File: config.mk
export PLATFORM = sky130hd
export DESIGN_NAME = image_stream_deframer
export DESIGN_NICKNAME = d
export VERILOG_FILES = /design/src/rtl/isd_pkg.sv /design/src/rtl/isd_front.sv /design/src/rtl/isd_queue.sv /design/src/rtl/isd_back.sv /design/src/rtl/image_stream_deframer.sv
export SDC_FILE = /design/constraint.sdc
export NUM_CORES = 1
export LEC_CHECK = 0
export BUFFER_PORTS_ARGS = -buffer_cell sky130_fd_sc_hd__buf_4
export CAP_MARGIN = 10
export CORE_MARGIN = 3
export CORE_UTILIZATION = 55
export CTS_CLUSTER_DIAMETER = 60
export DETAILED_ROUTE_END_ITERATION = 8
export GPL_ROUTABILITY_DRIVEN = 0
export PLACE_DENSITY_LB_ADDON = 0.1
export SLEW_MARGIN = 20
export SYNTH_ARGS = -nofsm -noshare
export SYNTH_HDL_FRONTEND = slang
export SYNTH_SLANG_ARGS = --single-unit
export TNS_END_PERCENT = 5
File: constraint.sdc
create_clock -name aclk -period 12.4 [get_ports aclk]
set_clock_uncertainty 0.1 [all_clocks]
set_input_delay 0 -clock aclk [delete_from_list [all_inputs] [get_ports aclk]]
set_output_delay 0 -clock aclk [all_outputs]
set_load 0.05 [all_outputs]
File: src/rtl/isd_pkg.sv
// ----------------------------------------------------------------------------
// isd_pkg: shared types and constants of the image stream deframer
// geometry of the three streams, command format between the header parser
// and the pairing back end, and the layout of one result beat
// ----------------------------------------------------------------------------
`default_nettype none

package isd_pkg;

    // image geometry per stream
    localparam int unsigned COLOR_ROWS         = 1080;
    localparam int unsigned COLOR_ROW_BYTES    = 5760;
    localparam int unsigned DEPTH_ROWS         = 424;
    localparam int unsigned DEPTH_ROW_BYTES    = 1024;
    localparam int unsigned INFRARED_ROWS      = 424;
    localparam int unsigned INFRARED_ROW_BYTES = 512;

    localparam int ROW_W = 11;
    localparam int COL_W = 13;
    localparam int LEN_W = 32;

    // configuration register indexes
    localparam int CFG_IDX_W = 2;
    localparam logic [CFG_IDX_W-1:0] REG_SIGNATURE     = 2'd0;
    localparam logic [CFG_IDX_W-1:0] REG_COLOR_CODE    = 2'd1;
    localparam logic [CFG_IDX_W-1:0] REG_DEPTH_CODE    = 2'd2;
    localparam logic [CFG_IDX_W-1:0] REG_INFRARED_CODE = 2'd3;

    // command queue depth
    localparam int Q_DEPTH = 2;
    localparam int Q_PTR_W = $clog2(Q_DEPTH);
    localparam int Q_CNT_W = Q_PTR_W + 1;

    typedef enum logic [1:0] {
        KIND_COLOR    = 2'd0,
        KIND_DEPTH    = 2'd1,
        KIND_INFRARED = 2'd2
    } kind_t;

    typedef enum logic [2:0] {
        OP_START     = 3'd0,  // type byte seen, latch the fill bank
        OP_FNUM      = 3'd1,  // frame number byte
        OP_PAYLOAD   = 3'd2,  // payload byte with position
        OP_EMPTY_END = 3'd3,  // header of a zero length frame completed
        OP_RELEASE   = 3'd4   // consumer released the read pair
    } op_t;

    typedef struct packed {
        op_t              op;
        kind_t            kind;
        logic [7:0]       data;
        logic [ROW_W-1:0] row;
        logic [COL_W-1:0] col;
        logic             last;
    } cmd_t;

    typedef struct packed {
        logic             write_valid;
        kind_t            stream_kind;
        logic             write_bank;
        logic [ROW_W-1:0] pixel_row;
        logic [COL_W-1:0] byte_column;
        logic [7:0]       pixel_byte;
        logic             frame_end;
        logic             pair_ready;
        logic             pair_color_bank;
        logic             pair_depth_bank;
        logic             frame_lost;
    } res_t;

endpackage

`default_nettype wire

File: src/rtl/isd_front.sv
// ----------------------------------------------------------------------------
// isd_front: header parser and payload position tracker
// holds the configuration registers, walks the 8-byte header, counts the
// payload down and issues one command per beat that matters to the back end
// ----------------------------------------------------------------------------
`default_nettype none

module isd_front
    import isd_pkg::*;
(
    input  wire logic                 aclk,
    input  wire logic                 aresetn,
    input  wire logic                 cfg_valid,
    input  wire logic [CFG_IDX_W-1:0] cfg_index,
    input  wire logic [7:0]           cfg_data,
    input  wire logic                 in_valid,
    input  wire logic                 in_action,
    input  wire logic [7:0]           in_data,
    output logic                      in_ready,
    output logic                      cmd_valid,
    output cmd_t                      cmd,
    input  wire logic                 cmd_ready
);

    localparam logic [2:0] HP_SIG0 = 3'd0;
    localparam logic [2:0] HP_TYPE = 3'd1;
    localparam logic [2:0] HP_SIG1 = 3'd2;
    localparam logic [2:0] HP_FNUM = 3'd3;
    localparam logic [2:0] HP_LEN0 = 3'd4;
    localparam logic [2:0] HP_LEN1 = 3'd5;
    localparam logic [2:0] HP_LEN2 = 3'd6;
    localparam logic [2:0] HP_LEN3 = 3'd7;

    logic [7:0]       sig_reg, color_code_reg, depth_code_reg, ir_code_reg;
    logic [2:0]       hdr_pos_reg, hdr_pos_next;
    logic             in_payload_reg, in_payload_next;
    kind_t            stream_reg, stream_next;
    logic [LEN_W-1:0] rem_reg, rem_next;
    logic [ROW_W-1:0] row_reg, row_next;
    logic [COL_W-1:0] col_reg, col_next;

    logic             accept, emit, hdr_ok;
    logic [ROW_W:0]   row_inc, rows_lim;
    logic [COL_W:0]   col_inc, cols_lim;
    logic [LEN_W-1:0] rem_dec, rem_full;

    assign in_ready  = cmd_ready;
    assign accept    = in_valid && in_ready;
    assign cmd_valid = accept && emit;
    assign rem_full  = rem_reg | {in_data, 24'd0};
    assign rem_dec   = rem_reg - LEN_W'(1);
    assign row_inc   = {1'b0, row_reg} + (ROW_W+1)'(1);
    assign col_inc   = {1'b0, col_reg} + (COL_W+1)'(1);

    always_comb begin
        case (stream_reg)
            KIND_COLOR: begin
                rows_lim = (ROW_W+1)'(COLOR_ROWS);
                cols_lim = (COL_W+1)'(COLOR_ROW_BYTES);
            end
            KIND_DEPTH: begin
                rows_lim = (ROW_W+1)'(DEPTH_ROWS);
                cols_lim = (COL_W+1)'(DEPTH_ROW_BYTES);
            end
            default: begin
                rows_lim = (ROW_W+1)'(INFRARED_ROWS);
                cols_lim = (COL_W+1)'(INFRARED_ROW_BYTES);
            end
        endcase
    end

    always_comb begin
        hdr_pos_next    = hdr_pos_reg;
        in_payload_next = in_payload_reg;
        stream_next     = stream_reg;
        rem_next        = rem_reg;
        row_next        = row_reg;
        col_next        = col_reg;
        emit            = 1'b0;
        hdr_ok          = 1'b0;
        cmd.op          = OP_RELEASE;
        cmd.kind        = stream_reg;
        cmd.data        = in_data;
        cmd.row         = row_reg;
        cmd.col         = col_reg;
        cmd.last        = 1'b0;

        if (in_action) begin
            emit = 1'b1;
        end else if (in_payload_reg) begin
            emit     = 1'b1;
            cmd.op   = OP_PAYLOAD;
            cmd.last = (rem_dec == '0);
            rem_next = rem_dec;
            if (col_inc >= cols_lim) begin
                col_next = '0;
                row_next = (row_inc >= rows_lim) ? '0 : row_inc[ROW_W-1:0];
            end else begin
                col_next = col_inc[COL_W-1:0];
            end
            if (rem_dec == '0) begin
                in_payload_next = 1'b0;
            end
        end else begin
            case (hdr_pos_reg)
                HP_SIG0, HP_SIG1: begin
                    hdr_ok = (in_data == sig_reg);
                end
                HP_TYPE: begin
                    // earlier stream wins when codes are equal
                    if (in_data == color_code_reg) begin
                        stream_next = KIND_COLOR;
                        hdr_ok      = 1'b1;
                    end else if (in_data == depth_code_reg) begin
                        stream_next = KIND_DEPTH;
                        hdr_ok      = 1'b1;
                    end else if (in_data == ir_code_reg) begin
                        stream_next = KIND_INFRARED;
                        hdr_ok      = 1'b1;
                    end
                    emit     = hdr_ok;
                    cmd.op   = OP_START;
                    cmd.kind = stream_next;
                end
                HP_FNUM: begin
                    hdr_ok = 1'b1;
                    emit   = 1'b1;
                    cmd.op = OP_FNUM;
                end
                HP_LEN0: begin
                    hdr_ok   = 1'b1;
                    rem_next = LEN_W'(in_data);
                end
                HP_LEN1: begin
                    hdr_ok   = 1'b1;
                    rem_next = rem_reg | {16'd0, in_data, 8'd0};
                end
                HP_LEN2: begin
                    hdr_ok   = 1'b1;
                    rem_next = rem_reg | {8'd0, in_data, 16'd0};
                end
                default: begin
                    hdr_ok   = 1'b1;
                    rem_next = rem_full;
                end
            endcase

            if (!hdr_ok) begin
                hdr_pos_next = HP_SIG0;
            end else if (hdr_pos_reg != HP_LEN3) begin
                hdr_pos_next = hdr_pos_reg + 3'd1;
            end else begin
                hdr_pos_next = HP_SIG0;
                row_next     = '0;
                col_next     = '0;
                if (rem_full == '0) begin
                    emit   = 1'b1;
                    cmd.op = OP_EMPTY_END;
                    cmd.row  = '0;
                    cmd.col  = '0;
                    cmd.data = '0;
                    cmd.last = 1'b1;
                end else begin
                    in_payload_next = 1'b1;
                end
            end
        end
    end

    always_ff @(posedge aclk) begin
        if (!aresetn) begin
            sig_reg        <= 8'd170;
            color_code_reg <= 8'd1;
            depth_code_reg <= 8'd2;
            ir_code_reg    <= 8'd3;
            hdr_pos_reg    <= HP_SIG0;
            in_payload_reg <= 1'b0;
            stream_reg     <= KIND_COLOR;
            rem_reg        <= '0;
            row_reg        <= '0;
            col_reg        <= '0;
        end else begin
            if (cfg_valid) begin
                case (cfg_index)
                    REG_SIGNATURE:     sig_reg        <= cfg_data;
                    REG_COLOR_CODE:    color_code_reg <= cfg_data;
                    REG_DEPTH_CODE:    depth_code_reg <= cfg_data;
                    REG_INFRARED_CODE: ir_code_reg    <= cfg_data;
                    default:           sig_reg        <= sig_reg;
                endcase
            end
            if (accept) begin
                hdr_pos_reg    <= hdr_pos_next;
                in_payload_reg <= in_payload_next;
                stream_reg     <= stream_next;
                rem_reg        <= rem_next;
                row_reg        <= row_next;
                col_reg        <= col_next;
            end
        end
    end

endmodule

`default_nettype wire

File: src/rtl/isd_queue.sv
// ----------------------------------------------------------------------------
// isd_queue: short command queue between parser and back end
// lets the parser keep taking beats while the result side stalls
// ----------------------------------------------------------------------------
`default_nettype none

module isd_queue
    import isd_pkg::*;
(
    input  wire logic aclk,
    input  wire logic aresetn,
    input  wire logic push_valid,
    input  wire cmd_t push_cmd,
    output logic      push_ready,
    output logic      pop_valid,
    output cmd_t      pop_cmd,
    input  wire logic pop_ready
);

    cmd_t               mem [Q_DEPTH];
    logic [Q_PTR_W-1:0] wr_ptr_reg, rd_ptr_reg;
    logic [Q_CNT_W-1:0] count_reg;
    logic               push, pop;

    assign push_ready = (count_reg != Q_CNT_W'(Q_DEPTH));
    assign pop_valid  = (count_reg != '0);
    assign pop_cmd    = mem[rd_ptr_reg];
    assign push       = push_valid && push_ready;
    assign pop        = pop_valid && pop_ready;

    function automatic logic [Q_PTR_W-1:0] ptr_inc(input logic [Q_PTR_W-1:0] p);
        ptr_inc = (p == Q_PTR_W'(Q_DEPTH-1)) ? '0 : p + Q_PTR_W'(1);
    endfunction

    always_ff @(posedge aclk) begin
        if (push) begin
            mem[wr_ptr_reg] <= push_cmd;
        end
    end

    always_ff @(posedge aclk) begin
        if (!aresetn) begin
            wr_ptr_reg <= '0;
            rd_ptr_reg <= '0;
            count_reg  <= '0;
        end else begin
            if (push) begin
                wr_ptr_reg <= ptr_inc(wr_ptr_reg);
            end
            if (pop) begin
                rd_ptr_reg <= ptr_inc(rd_ptr_reg);
            end
            if (push && !pop) begin
                count_reg <= count_reg + Q_CNT_W'(1);
            end else if (pop && !push) begin
                count_reg <= count_reg - Q_CNT_W'(1);
            end
        end
    end

endmodule

`default_nettype wire

File: src/rtl/isd_back.sv
// ----------------------------------------------------------------------------
// isd_back: bank bookkeeping, frame pairing and result register
// executes parser commands in order and drives the result beat
// ----------------------------------------------------------------------------
`default_nettype none

module isd_back
    import isd_pkg::*;
(
    input  wire logic aclk,
    input  wire logic aresetn,
    input  wire logic cmd_valid,
    input  wire cmd_t cmd,
    output logic      cmd_ready,
    output logic      res_valid,
    output res_t      res,
    input  wire logic res_ready
);

    logic       res_valid_reg, res_valid_next;
    res_t       res_reg, res_next;
    logic       cur_bank_reg, cur_bank_next;
    logic       c_fill_reg, c_fill_next, d_fill_reg, d_fill_next;
    logic       c_read_reg, c_read_next, d_read_reg, d_read_next;
    logic       c_armed_reg, c_armed_next, d_armed_reg, d_armed_next;
    logic [7:0] c_num_reg, c_num_next, d_num_reg, d_num_next;

    logic       out_free, has_res, pop, finish;
    logic       f_c_fill, f_d_fill, f_c_armed, f_d_armed, f_pair, f_lost, f_check;

    assign out_free  = !res_valid_reg || res_ready;
    assign has_res   = (cmd.op == OP_PAYLOAD) || (cmd.op == OP_EMPTY_END);
    assign cmd_ready = has_res ? out_free : 1'b1;
    assign pop       = cmd_valid && cmd_ready;
    assign finish    = has_res && cmd.last;
    assign res_valid = res_valid_reg;
    assign res       = res_reg;

    // frame end: flip fill bank of an armed stream, then pair or rearm
    always_comb begin
        f_c_fill  = c_fill_reg;
        f_d_fill  = d_fill_reg;
        f_c_armed = c_armed_reg;
        f_d_armed = d_armed_reg;
        f_pair    = 1'b0;
        f_lost    = 1'b0;
        f_check   = 1'b0;
        case (cmd.kind)
            KIND_COLOR: begin
                if (c_armed_reg) begin
                    f_c_fill  = !c_fill_reg;
                    f_c_armed = 1'b0;
                    f_check   = 1'b1;
                end
            end
            KIND_DEPTH: begin
                if (d_armed_reg) begin
                    f_d_fill  = !d_fill_reg;
                    f_d_armed = 1'b0;
                    f_check   = 1'b1;
                end
            end
            default: f_check = 1'b0;
        endcase
        if (f_check && !f_c_armed && !f_d_armed) begin
            if (c_num_reg == d_num_reg) begin
                f_pair = 1'b1;
            end else begin
                f_lost = 1'b1;
                // older frame gets its bank back
                if (c_num_reg > d_num_reg) begin
                    f_d_fill  = d_read_reg;
                    f_d_armed = 1'b1;
                end else begin
                    f_c_fill  = c_read_reg;
                    f_c_armed = 1'b1;
                end
            end
        end
    end

    always_comb begin
        res_valid_next = res_valid_reg && !res_ready;
        res_next       = res_reg;
        cur_bank_next  = cur_bank_reg;
        c_fill_next    = c_fill_reg;
        d_fill_next    = d_fill_reg;
        c_read_next    = c_read_reg;
        d_read_next    = d_read_reg;
        c_armed_next   = c_armed_reg;
        d_armed_next   = d_armed_reg;
        c_num_next     = c_num_reg;
        d_num_next     = d_num_reg;

        if (pop) begin
            case (cmd.op)
                OP_START: begin
                    case (cmd.kind)
                        KIND_COLOR: cur_bank_next = c_fill_reg;
                        KIND_DEPTH: cur_bank_next = d_fill_reg;
                        default:    cur_bank_next = 1'b0;
                    endcase
                end
                OP_FNUM: begin
                    case (cmd.kind)
                        KIND_COLOR: c_num_next = cmd.data;
                        KIND_DEPTH: d_num_next = cmd.data;
                        default:    c_num_next = c_num_reg;
                    endcase
                end
                OP_RELEASE: begin
                    c_read_next  = !c_read_reg;
                    d_read_next  = !d_read_reg;
                    c_armed_next = 1'b1;
                    d_armed_next = 1'b1;
                end
                OP_PAYLOAD, OP_EMPTY_END: begin
                    res_valid_next           = 1'b1;
                    res_next.write_valid     = (cmd.op == OP_PAYLOAD);
                    res_next.stream_kind     = cmd.kind;
                    res_next.write_bank      = cur_bank_reg;
                    res_next.pixel_row       = cmd.row;
                    res_next.byte_column     = cmd.col;
                    res_next.pixel_byte      = cmd.data;
                    res_next.frame_end       = finish;
                    res_next.pair_ready      = finish && f_pair;
                    res_next.pair_color_bank = finish && f_pair && c_read_reg;
                    res_next.pair_depth_bank = finish && f_pair && d_read_reg;
                    res_next.frame_lost      = finish && f_lost;
                    if (finish) begin
                        c_fill_next  = f_c_fill;
                        d_fill_next  = f_d_fill;
                        c_armed_next = f_c_armed;
                        d_armed_next = f_d_armed;
                    end
                end
                default: res_next = res_reg;
            endcase
        end
    end

    always_ff @(posedge aclk) begin
        res_reg <= res_next;
    end

    always_ff @(posedge aclk) begin
        if (!aresetn) begin
            res_valid_reg <= 1'b0;
            cur_bank_reg  <= 1'b0;
            c_fill_reg    <= 1'b0;
            d_fill_reg    <= 1'b0;
            c_read_reg    <= 1'b0;
            d_read_reg    <= 1'b0;
            c_armed_reg   <= 1'b1;
            d_armed_reg   <= 1'b1;
            c_num_reg     <= '0;
            d_num_reg     <= '0;
        end else begin
            res_valid_reg <= res_valid_next;
            cur_bank_reg  <= cur_bank_next;
            c_fill_reg    <= c_fill_next;
            d_fill_reg    <= d_fill_next;
            c_read_reg    <= c_read_next;
            d_read_reg    <= d_read_next;
            c_armed_reg   <= c_armed_next;
            d_armed_reg   <= d_armed_next;
            c_num_reg     <= c_num_next;
            d_num_reg     <= d_num_next;
        end
    end

endmodule

`default_nettype wire

File: src/rtl/image_stream_deframer.sv
// ----------------------------------------------------------------------------
// image_stream_deframer: framed image byte stream to addressed pixel writes
// finds 8-byte frame headers in a byte stream and tags each payload byte with
// stream, double buffer bank, row and byte column; pairs color/depth frames
//
// usage
//   s_ channel: one beat per stream byte (s_tuser 0) or release (s_tuser 1)
//   m_ channel: one beat per payload byte, plus one for a zero length frame;
//     headers and releases give no result beat
//   cfg channel: signature and the three type codes, written while idle;
//     always ready
//   path: the command of an accepted beat is written into the command queue,
//     and its result beat is then held in the result register that drives m_
//   throughput: one beat per cycle on both sides while m_tready stays high;
//     each byte needs one pass through the parser counters and one through the
//     pairing logic
//   stall: when m_tready is low the result register holds, the two entry
//     command queue fills, and s_tready drops once it is full
//   reset: synchronous on aresetn low; control registers back to their
//     defaults, header search at position zero, both streams armed, banks zero
// ----------------------------------------------------------------------------
`default_nettype none

module image_stream_deframer
    import isd_pkg::*;
(
    input  wire logic                 aclk,
    input  wire logic                 aresetn,
    // configuration write channel
    input  wire logic                 cfg_valid,
    output logic                      cfg_ready,
    input  wire logic [CFG_IDX_W-1:0] cfg_index,
    input  wire logic [7:0]           cfg_data,
    // input stream
    input  wire logic                 s_tvalid,
    output logic                      s_tready,
    input  wire logic [7:0]           s_tdata,   // data_byte
    input  wire logic [0:0]           s_tuser,   // action
    // result stream
    output logic                      m_tvalid,
    input  wire logic                 m_tready,
    // write_bank, pixel_row[11], byte_column[13], pixel_byte[8], pair_ready,
    // pair_color_bank, pair_depth_bank, frame_lost, zero fill[3]
    output logic [39:0]               m_tdata,
    output logic [2:0]                m_tuser,   // write_valid, stream_kind[2]
    output logic                      m_tlast    // frame_end
);

    cmd_t f_cmd, q_cmd;
    logic f_valid, f_ready, q_valid, q_ready;
    logic res_valid;
    res_t res;

    // config registers live in the parser and take every write
    assign cfg_ready = 1'b1;

    isd_front u_front (
        .aclk      (aclk),
        .aresetn   (aresetn),
        .cfg_valid (cfg_valid),
        .cfg_index (cfg_index),
        .cfg_data  (cfg_data),
        .in_valid  (s_tvalid),
        .in_action (s_tuser[0]),
        .in_data   (s_tdata),
        .in_ready  (s_tready),
        .cmd_valid (f_valid),
        .cmd       (f_cmd),
        .cmd_ready (f_ready)
    );

    isd_queue u_queue (
        .aclk       (aclk),
        .aresetn    (aresetn),
        .push_valid (f_valid),
        .push_cmd   (f_cmd),
        .push_ready (f_ready),
        .pop_valid  (q_valid),
        .pop_cmd    (q_cmd),
        .pop_ready  (q_ready)
    );

    isd_back u_back (
        .aclk      (aclk),
        .aresetn   (aresetn),
        .cmd_valid (q_valid),
        .cmd       (q_cmd),
        .cmd_ready (q_ready),
        .res_valid (res_valid),
        .res       (res),
        .res_ready (m_tready)
    );

    // result beat packing, lowest field first
    assign m_tvalid = res_valid;
    assign m_tlast  = res.frame_end;
    assign m_tuser  = {res.stream_kind, res.write_valid};
    assign m_tdata  = {3'b000,
                       res.frame_lost,
                       res.pair_depth_bank,
                       res.pair_color_bank,
                       res.pair_ready,
                       res.pixel_byte,
                       res.byte_column,
                       res.pixel_row,
                       res.write_bank};

    // a pair event only comes with the end of a frame
    a_pair_at_end: assert property (@(posedge aclk) disable iff (!aresetn)
        m_tvalid && (m_tdata[33] || m_tdata[36]) |-> m_tlast)
        else $error("pair or lost event without frame end");

    // matched pair and lost frame exclude each other
    a_pair_xor_lost: assert property (@(posedge aclk) disable iff (!aresetn)
        m_tvalid |-> !(m_tdata[33] && m_tdata[36]))
        else $error("pair ready and frame lost together");

    // a beat without payload is a zero length frame end with cleared position
    a_empty_frame: assert property (@(posedge aclk) disable iff (!aresetn)
        m_tvalid && !m_tuser[0] |-> m_tlast && (m_tdata[32:1] == 32'd0))
        else $error("non-payload beat is not a clean empty frame end");

    // infrared frames never report pairing
    a_ir_no_pair: assert property (@(posedge aclk) disable iff (!aresetn)
        m_tvalid && (m_tuser[2:1] == KIND_INFRARED) |->
            !m_tdata[33] && !m_tdata[36] && !m_tdata[0])
        else $error("infrared beat with pair event or bank one");

endmodule

`default_nettype wire

## Yosys cells after proc, flatten, opt, wreduce, memory -nomap -nowiden

Memory sizes are Yosys's and may differ from the RTL's. A register that Yosys moved wholly into a read port is not among the register bits.
Index checks and enable logic that the tools add are counted.
W data, S select, Z words.

| word-level totals | value |
|---|---|
| memories | 1 |
| output and inout bits | 47 |
| register bits | 163 |
| bits of input ports | 24 |
| bits in writable memories | 76 |

| operators by class | value |
|---|---|
| equality and inequality tests | 26 |
| $add $sub $neg | 8 |
| magnitude comparators | 3 |
| reduce and logical (&&, ||, !) cells | 56 |
| bitwise gates (word level) | 5 |
| muxes and demuxes | 88 |

Memories:

| name | words | bits a word | rd ports | clocked after memory_dff | write ports | line | text |
|---|---|---|---|---|---|---|---|
| u_queue.mem | 2 | 38 | 1 | 1 | 1 | isd_queue.sv:20 | `cmd_t mem [Q_DEPTH];` |

Operators with widths:

| kind | count |
|---|---|
| $pmux W32 S4 | 1 |
| $mux W33 | 3 |
| $mux W11 | 6 |
| $logic_not A32 Y1 | 2 |
| $mux W13 | 4 |
| $mux W1 | 51 |
| $eq A8 B8 Y1 | 5 |
| $mux W38 | 1 |
| $mux W34 | 1 |
| $mux W32 | 1 |
| $or A32 B16 Y32 | 1 |
| $or A32 B24 Y32 | 1 |
| $or A32 B32 Y32 | 1 |
| $sub A32 B1 Y32 const B | 1 |
| $pmux W13 S2 | 1 |
| $mux W3 | 6 |
| $reduce_and A3 Y1 | 6 |
| $reduce_and A2 Y1 | 8 |
| $add A13 B1 Y14 const B | 1 |
| $ge A14 B13 Y1 | 1 |
| $logic_and A1 B1 Y1 | 14 |
| $add A11 B1 Y12 const B | 1 |
| $eq A3 B2 Y1 const B | 4 |
| $eq A3 B3 Y1 const B | 4 |
| other kinds (25) | 61 |

## Depth between registers and ports, before layout

| logic depth | value |
|---|---|
| depth in word-level cells | 16 |
| gate-level depth with buffers | 16 |
| mapped depth without buffers | 15 |

## Hierarchy

Synthesis repeated with hierarchy kept, for this count alone.

| unflattened totals | value |
|---|---|
| cells, all modules | 1195 |
| area, all modules | 12145.4 um^2 |

By module, submodules not included:

| module | area an instance (um^2) | times used | cells an instance |
|---|---|---|---|
| isd_front | 6542.5 | 1 | 859 |
| isd_queue | 2980.4 | 1 | 142 |
| isd_back | 2585.0 | 1 | 188 |
| image_stream_deframer | 37.5 | 1 | 6 |

## Least setup slack after synthesis

Ideal clock, no wire load.

| path | value |
|---|---|
| kind | register -> register |
| start | register u_front.rem_reg[26] |
| end | memory u_queue.mem[0][0] (netlist bit) (enable) |
| arrival time | 3.578 ns |
| library setup time | 0.438 ns |
| buffers on the path | 2 |
| path slack | 8.285 ns |
| clock period less this slack | 4.115 ns |
| cell stages (with the launch flop) | 9 |
| data required time | 11.862 ns |
| cells stage by stage | dfxtp_1 clkbuf_1 or4_1 buf_2 nand2b_1 nor4_2 nand4_1 a21oi_2 nor2b_1 |

| on the way | value |
|---|---|
| longest elaborated chain between the ends | 11 |

Ends and longest elaborated chain:

| what | line | text |
|---|---|---|
| start: declaration | isd_front.sv:38 | `logic [LEN_W-1:0] rem_reg, rem_next;` |
| start signal: assignment | isd_front.sv:196 | `rem_reg <= rem_next;` |
| $or A32 B32 Y32 | isd_front.sv:50 | `assign rem_full = rem_reg \| {in_data, 24'd0};` |
| $logic_not A32 Y1 | isd_front.sv:156 | `if (rem_full == '0) begin` |
| $mux W1 | isd_front.sv:156 |  |
| $mux W1 | isd_front.sv:150 | `end else if (hdr_pos_reg != HP_LEN3) begin` |
| $mux W1 | isd_front.sv:148 | `if (!hdr_ok) begin` |
| $mux W1 | isd_front.sv:90 | `end else if (in_payload_reg) begin` |
| $mux W1 | isd_front.sv:88 | `if (in_action) begin` |
| $logic_and A1 B1 Y1 | isd_front.sv:49 | `assign cmd_valid = accept && emit;` |
| $logic_and A1 B1 Y1 | isd_queue.sv:28 | `assign push = push_valid && push_ready;` |
| named net u_queue.push | isd_queue.sv:23 | `logic push, pop;` |
| $mux W1 | isd_queue.sv:36 | `if (push) begin` |
| $mux W1 (not written as such) | isd_queue.sv:37 | `mem[wr_ptr_reg] <= push_cmd;` |
| end: declaration | isd_queue.sv:20 |  |

The timed path passes the listed nets, and every way through them passes these cells.

## Worst setup path after layout

| path | value |
|---|---|
| start | register u_front.col_reg[1] |
| end | register u_front.col_reg[6] |

| on the way | value |
|---|---|
| longest elaborated chain between the ends | 4 |

Ends and longest elaborated chain:

| what | line | text |
|---|---|---|
| start: declaration | isd_front.sv:40 | `logic [COL_W-1:0] col_reg, col_next;` |
| start signal: assignment | isd_front.sv:198 | `col_reg <= col_next;` |
| $add A13 B1 Y14 (*) | isd_front.sv:53 | `assign col_inc = {1'b0, col_reg} + (COL_W+1)'(1);` |
| $ge A14 B13 Y1 | isd_front.sv:95 | `if (col_inc >= cols_lim) begin` |
| $mux W13 (*) | isd_front.sv:95 |  |
| $mux W13 (*) | isd_front.sv:90 |  |

Every way passes the cells marked *; elsewhere a longest branch is shown, timed or not.
A chain may end at the register's enable or synchronous reset.

==> results.md <==
- The flow ran to the end, and the final reports show no timing, DRC or antenna violations.
- The pre-antenna-repair detailed-routing pass consisted of 5 iterations.
- Summed over all instances, the cell type with the most area after synthesis is sky130_fd_sc_hd__edfxtp_1.
- After the last flow step, the layout net total stands at 1282.
- The area inside the core boundary is 21100 um2.
- The number of cell rows is 53.
- The worst slew margin relative to its limit is 0.315.
- The proportion of synthesized chip area in sequential cells is 0.505.
- The placed cell area is 12400 um2.
- The hold violation count in the final report is 0.
- Of the total synthesized cell area, the portion taken by XOR and XNOR cells is 0.0496.
- Counting every instance in the synthesized netlist gives 1170.
- By area the synthesized netlist is led by sky130_fd_sc_hd__edfxtp_1 30%, sky130_fd_sc_hd__dfxtp_1 21%, sky130_fd_sc_hd__nor2_1 3.6%, sky130_fd_sc_hd__xnor2_1 3.4%, sky130_fd_sc_hd__mux2_2 3.3%.
- The initial utilization of the core area, before any placement, comes to 0.562.
- Pin placement for this block handled 71 I/O pins.
- The maximum ir drop on the vdd rail is 0.0974 mV.
- Counting distinct cell types in the post-synthesis netlist gives 86.
- The number of antenna diodes in the final layout is 0.
- The type of the worst setup path is flip-flop to flip-flop.
- The multiplexer share of the synthesized area is 0.0578.
- Among all flip-flop cells after synthesis, the most frequent one is sky130_fd_sc_hd__dfxtp_1.
- The area growth from synthesis to layout is 14.2%.
- The path class of the tightest hold or removal check is primary input to flip-flop.
- Of the cells placed in the final design, the portion with a size suffix greater than 1 is 0.153.
- The y dimension of the die is 153 um.
- The total half-perimeter wirelength after legalization and detailed placement is 17000 um.
- The synthesized design contains 117 enable-type register cells.
- After filler insertion, the fill cell instance count of the layout stands at 1737.
- Static timing analysis puts the maximum clock frequency at 0.250 GHz.
- The CTS clock-pin slew for the worst setup and hold paths is 0.06 ns.
- The synthesized area is between 10000 and 15000 um2.
- The transition time of the tightest slew-check pin is 1.03 ns.
- sky130_fd_sc_hd__dfxtp_1 is the most common cell in the netlist.
- Counting the buffers created by CTS gives 26.
- The final routed wirelength across all metal layers is 26200 um.
- The top fanout value on the critical path is 25.
- Data on the critical path is required at its endpoint by about 13 ns.
- The wire length of the first global-routing pass is around 43000 um.
- For the worst-skew pair, the clock arrives at the later sink with an insertion delay of 0.53 ns.
- Of the total synthesized cell area, the portion taken by AND, OR, NAND and NOR gates is 0.184.
- The tool flagged a number of max-cap violations equal to 0.
- After synthesis, the most frequently instantiated cells are 123 x sky130_fd_sc_hd__dfxtp_1, 117 x sky130_fd_sc_hd__edfxtp_1, 115 x sky130_fd_sc_hd__nor2_1.
- The pin count of the biggest net entering global routing is 81.
- The area enclosed by the die boundary is about 23000 um2.
- After routing the design area is 13500 um2.
- Counting along the longest clock path gives a buffer depth of 3.
- The routed layout has 8684 vias.
- The Yosys step of the flow raised 0 warnings.
- Once detail routing completed, the nets flagged for antenna violations numbered 0.
- For this design, the sink count on the clock tree is 240.
- The overall die width is roughly 150 um.
- The average instance area after synthesis is 10.1 um2.
- The time the final worst path needs with I/O delays and setup is 3.99 ns.
- Setup repair after global routing left no endpoint under its margin.
- Of the total synthesized cell area, the portion taken by full adders, half adders and majority gates is 0.0317.
- The share of async-settable or async-resettable flops after synthesis is 0.
- The leakage component of the power is roughly 0.0051 uW.
- Summed over all layers, the global routing overflow is 0.
- The worst path arrival time is 4.31 ns.
- Setup violations remaining at the end of the flow were counted as 0.
- The count of input and output buffers is 66.
- The area fraction in compound gates after synthesis is 0.128.
- In the final timing run, aggregate negative setup slack is 0 ns.
- The proportion of netlist area held by the largest area contributor is 0.297.
- The flip-flop count of the largest register, all copies and words added is 76.
- The startpoint class of the critical path is a flip-flop.
- Dividing total power by cell area gives a power density of 134 nW/um2.
- After detailed routing, the number of vias per cell comes to roughly 5.7.
- The number of global-route vias before repair came to 8304.
- The register bit total from synthesis is 240.
- In this run the clock root is driven by a sky130_fd_sc_hd__clkbuf_16.
- For this run, design rule violations remaining after detail routing come to 0.
- The dominant combinational cell family by area after synthesis is simple AND/OR/NAND/NOR gates.
- The final count of pins violating max slew is 0.
- The clock tree from TritonCTS is yes.
- The final period utilization is 0.322.
- The H-tree level count is 1.
- After detailed routing, the average wire length per cell comes to 17.2 um.
- STA classifies the critical path endpoint as a flip-flop.
- The number of antenna violations at the first check in global routing was 0.
- For this block, the initial DRC count from the detailed router was 516.
- The number of instances resized during post-cts repair is 0.
- The total global-route track usage is 0.219.
-- power by group --
group	switching, uW	total (uW)	internal, uW	leakage, uW
clock	308	704	396	0.000387
sequential	36.6	908	871	0.00207
combinational	112	204	92.2	0.00268
-- final timing paths --
path / from / to / slack (ns) / cells past startpoint
worst max-delay path: u_front.col_reg[1] / u_front.col_reg[6] / 8.41 / 15
worst min-delay path: cfg_data[0] / u_front.color_code_reg[0] / 0.17 / 4
worst max register to register: u_front.col_reg[1] / u_front.col_reg[6] / 8.41 / 15
worst min register to register: u_back.cur_bank_reg / u_back.res[37] / 0.34 / 0
-- cell usage in the layout, fill, tap and decap left out, types with 9 or more instances in the layout --
cell type and n:
sky130_fd_sc_hd__or3_1 13, sky130_fd_sc_hd__and2_1 11, sky130_fd_sc_hd__nand2_1 95, sky130_fd_sc_hd__xnor2_1 46, sky130_fd_sc_hd__nand3_1 24, sky130_fd_sc_hd__a211oi_1 14, sky130_fd_sc_hd__mux2_2 35, sky130_fd_sc_hd__xor2_1 21
sky130_fd_sc_hd__nor2b_1 30, sky130_fd_sc_hd__dlygate4sd3_1 30, sky130_fd_sc_hd__and3_1 12, sky130_fd_sc_hd__clkbuf_16 26, sky130_fd_sc_hd__inv_1 41, sky130_fd_sc_hd__dfxtp_1 122, sky130_fd_sc_hd__o21ai_0 41, sky130_fd_sc_hd__nand4_1 14
sky130_fd_sc_hd__o21bai_1 11, sky130_fd_sc_hd__nor3_1 34, sky130_fd_sc_hd__nor2_1 114, sky130_fd_sc_hd__nor4_1 18, sky130_fd_sc_hd__a21oi_1 64, sky130_fd_sc_hd__buf_4 72, sky130_fd_sc_hd__mux2i_1 29, sky130_fd_sc_hd__ha_1 30
sky130_fd_sc_hd__clkinv_2 9, sky130_fd_sc_hd__a32o_1 12, sky130_fd_sc_hd__edfxtp_1 117
-- metal layers --
layer  GRT usage  up-vias  wire (um)
li1            -     4310          -
met1       0.307     4080      12200
met2       0.362      251      12000
met3      0.0298       43       1370
met4      0.0573        0        668
met5           0        -          0
-- critical path: stages (launching register included) --
cell and delay (ns):
sky130_fd_sc_hd__dfxtp_1 0.38, sky130_fd_sc_hd__ha_1 0.26, sky130_fd_sc_hd__and3_1 0.22, sky130_fd_sc_hd__nand3_1 0.18
sky130_fd_sc_hd__nor2_1 0.19, sky130_fd_sc_hd__nand3_1 0.11, sky130_fd_sc_hd__or2_2 0.30, sky130_fd_sc_hd__nand2_1 0.07
sky130_fd_sc_hd__ha_1 0.14, sky130_fd_sc_hd__or3b_1 0.12, sky130_fd_sc_hd__nor3b_1 0.05, sky130_fd_sc_hd__mux2i_1 0.21
sky130_fd_sc_hd__o21ai_0 0.15, sky130_fd_sc_hd__nor2_2 0.80, sky130_fd_sc_hd__nor2_1 0.30, sky130_fd_sc_hd__a32o_1 0.30
-- logic make-up (layout without fill, tap and decap cells) --
kind of cell / Yosys count / after routing
simple gates: 422 / 422
flops: 240 / 240
compound gates: 226 / 226
buf+inv: 119 / 195
xor+xnor: 67 / 67
mux: 64 / 64
fa+ha+maj: 30 / 30
other cells: 2 / 4
-- per-stage QoR --
step                hold WS (ns)  utilization  setup WS, ns  cells  total power [uW]
global placement           0.158        0.588          8.57   1443              1120
CTS                        0.161        0.639          8.42   1521              1830
global route               0.205        0.641          8.01   1523              1890
detailed placement         0.160        0.588          8.43   1443              1120
floorplan                 0.0240            -          8.28   1172              1060
finish                     0.173        0.641          8.41   1523              1820
-- cell type report --
type / count / area [um2] / share of cell area
well taps: 275 / 344 / 0.0255
clock inverters: 14 / 93.8 / 0.00694
clock buffers: 34 / 691 / 0.0511
flip-flops and latches: 240 / 5980 / 0.442
inverters: 43 / 161 / 0.0119
multi-input cells: 813 / 5370 / 0.397
repair buffers: 104 / 881 / 0.0652
-- what timing repair did --
action / 4_1_cts / 5_1_grt
hold buffers: 30 / 0
endpoints found under the hold margin: 108 / 0
buffers inserted: 0 / 0
setup endpoints to repair: 0 / 0
No activity file was read; power rests on OpenSTA's default activity.
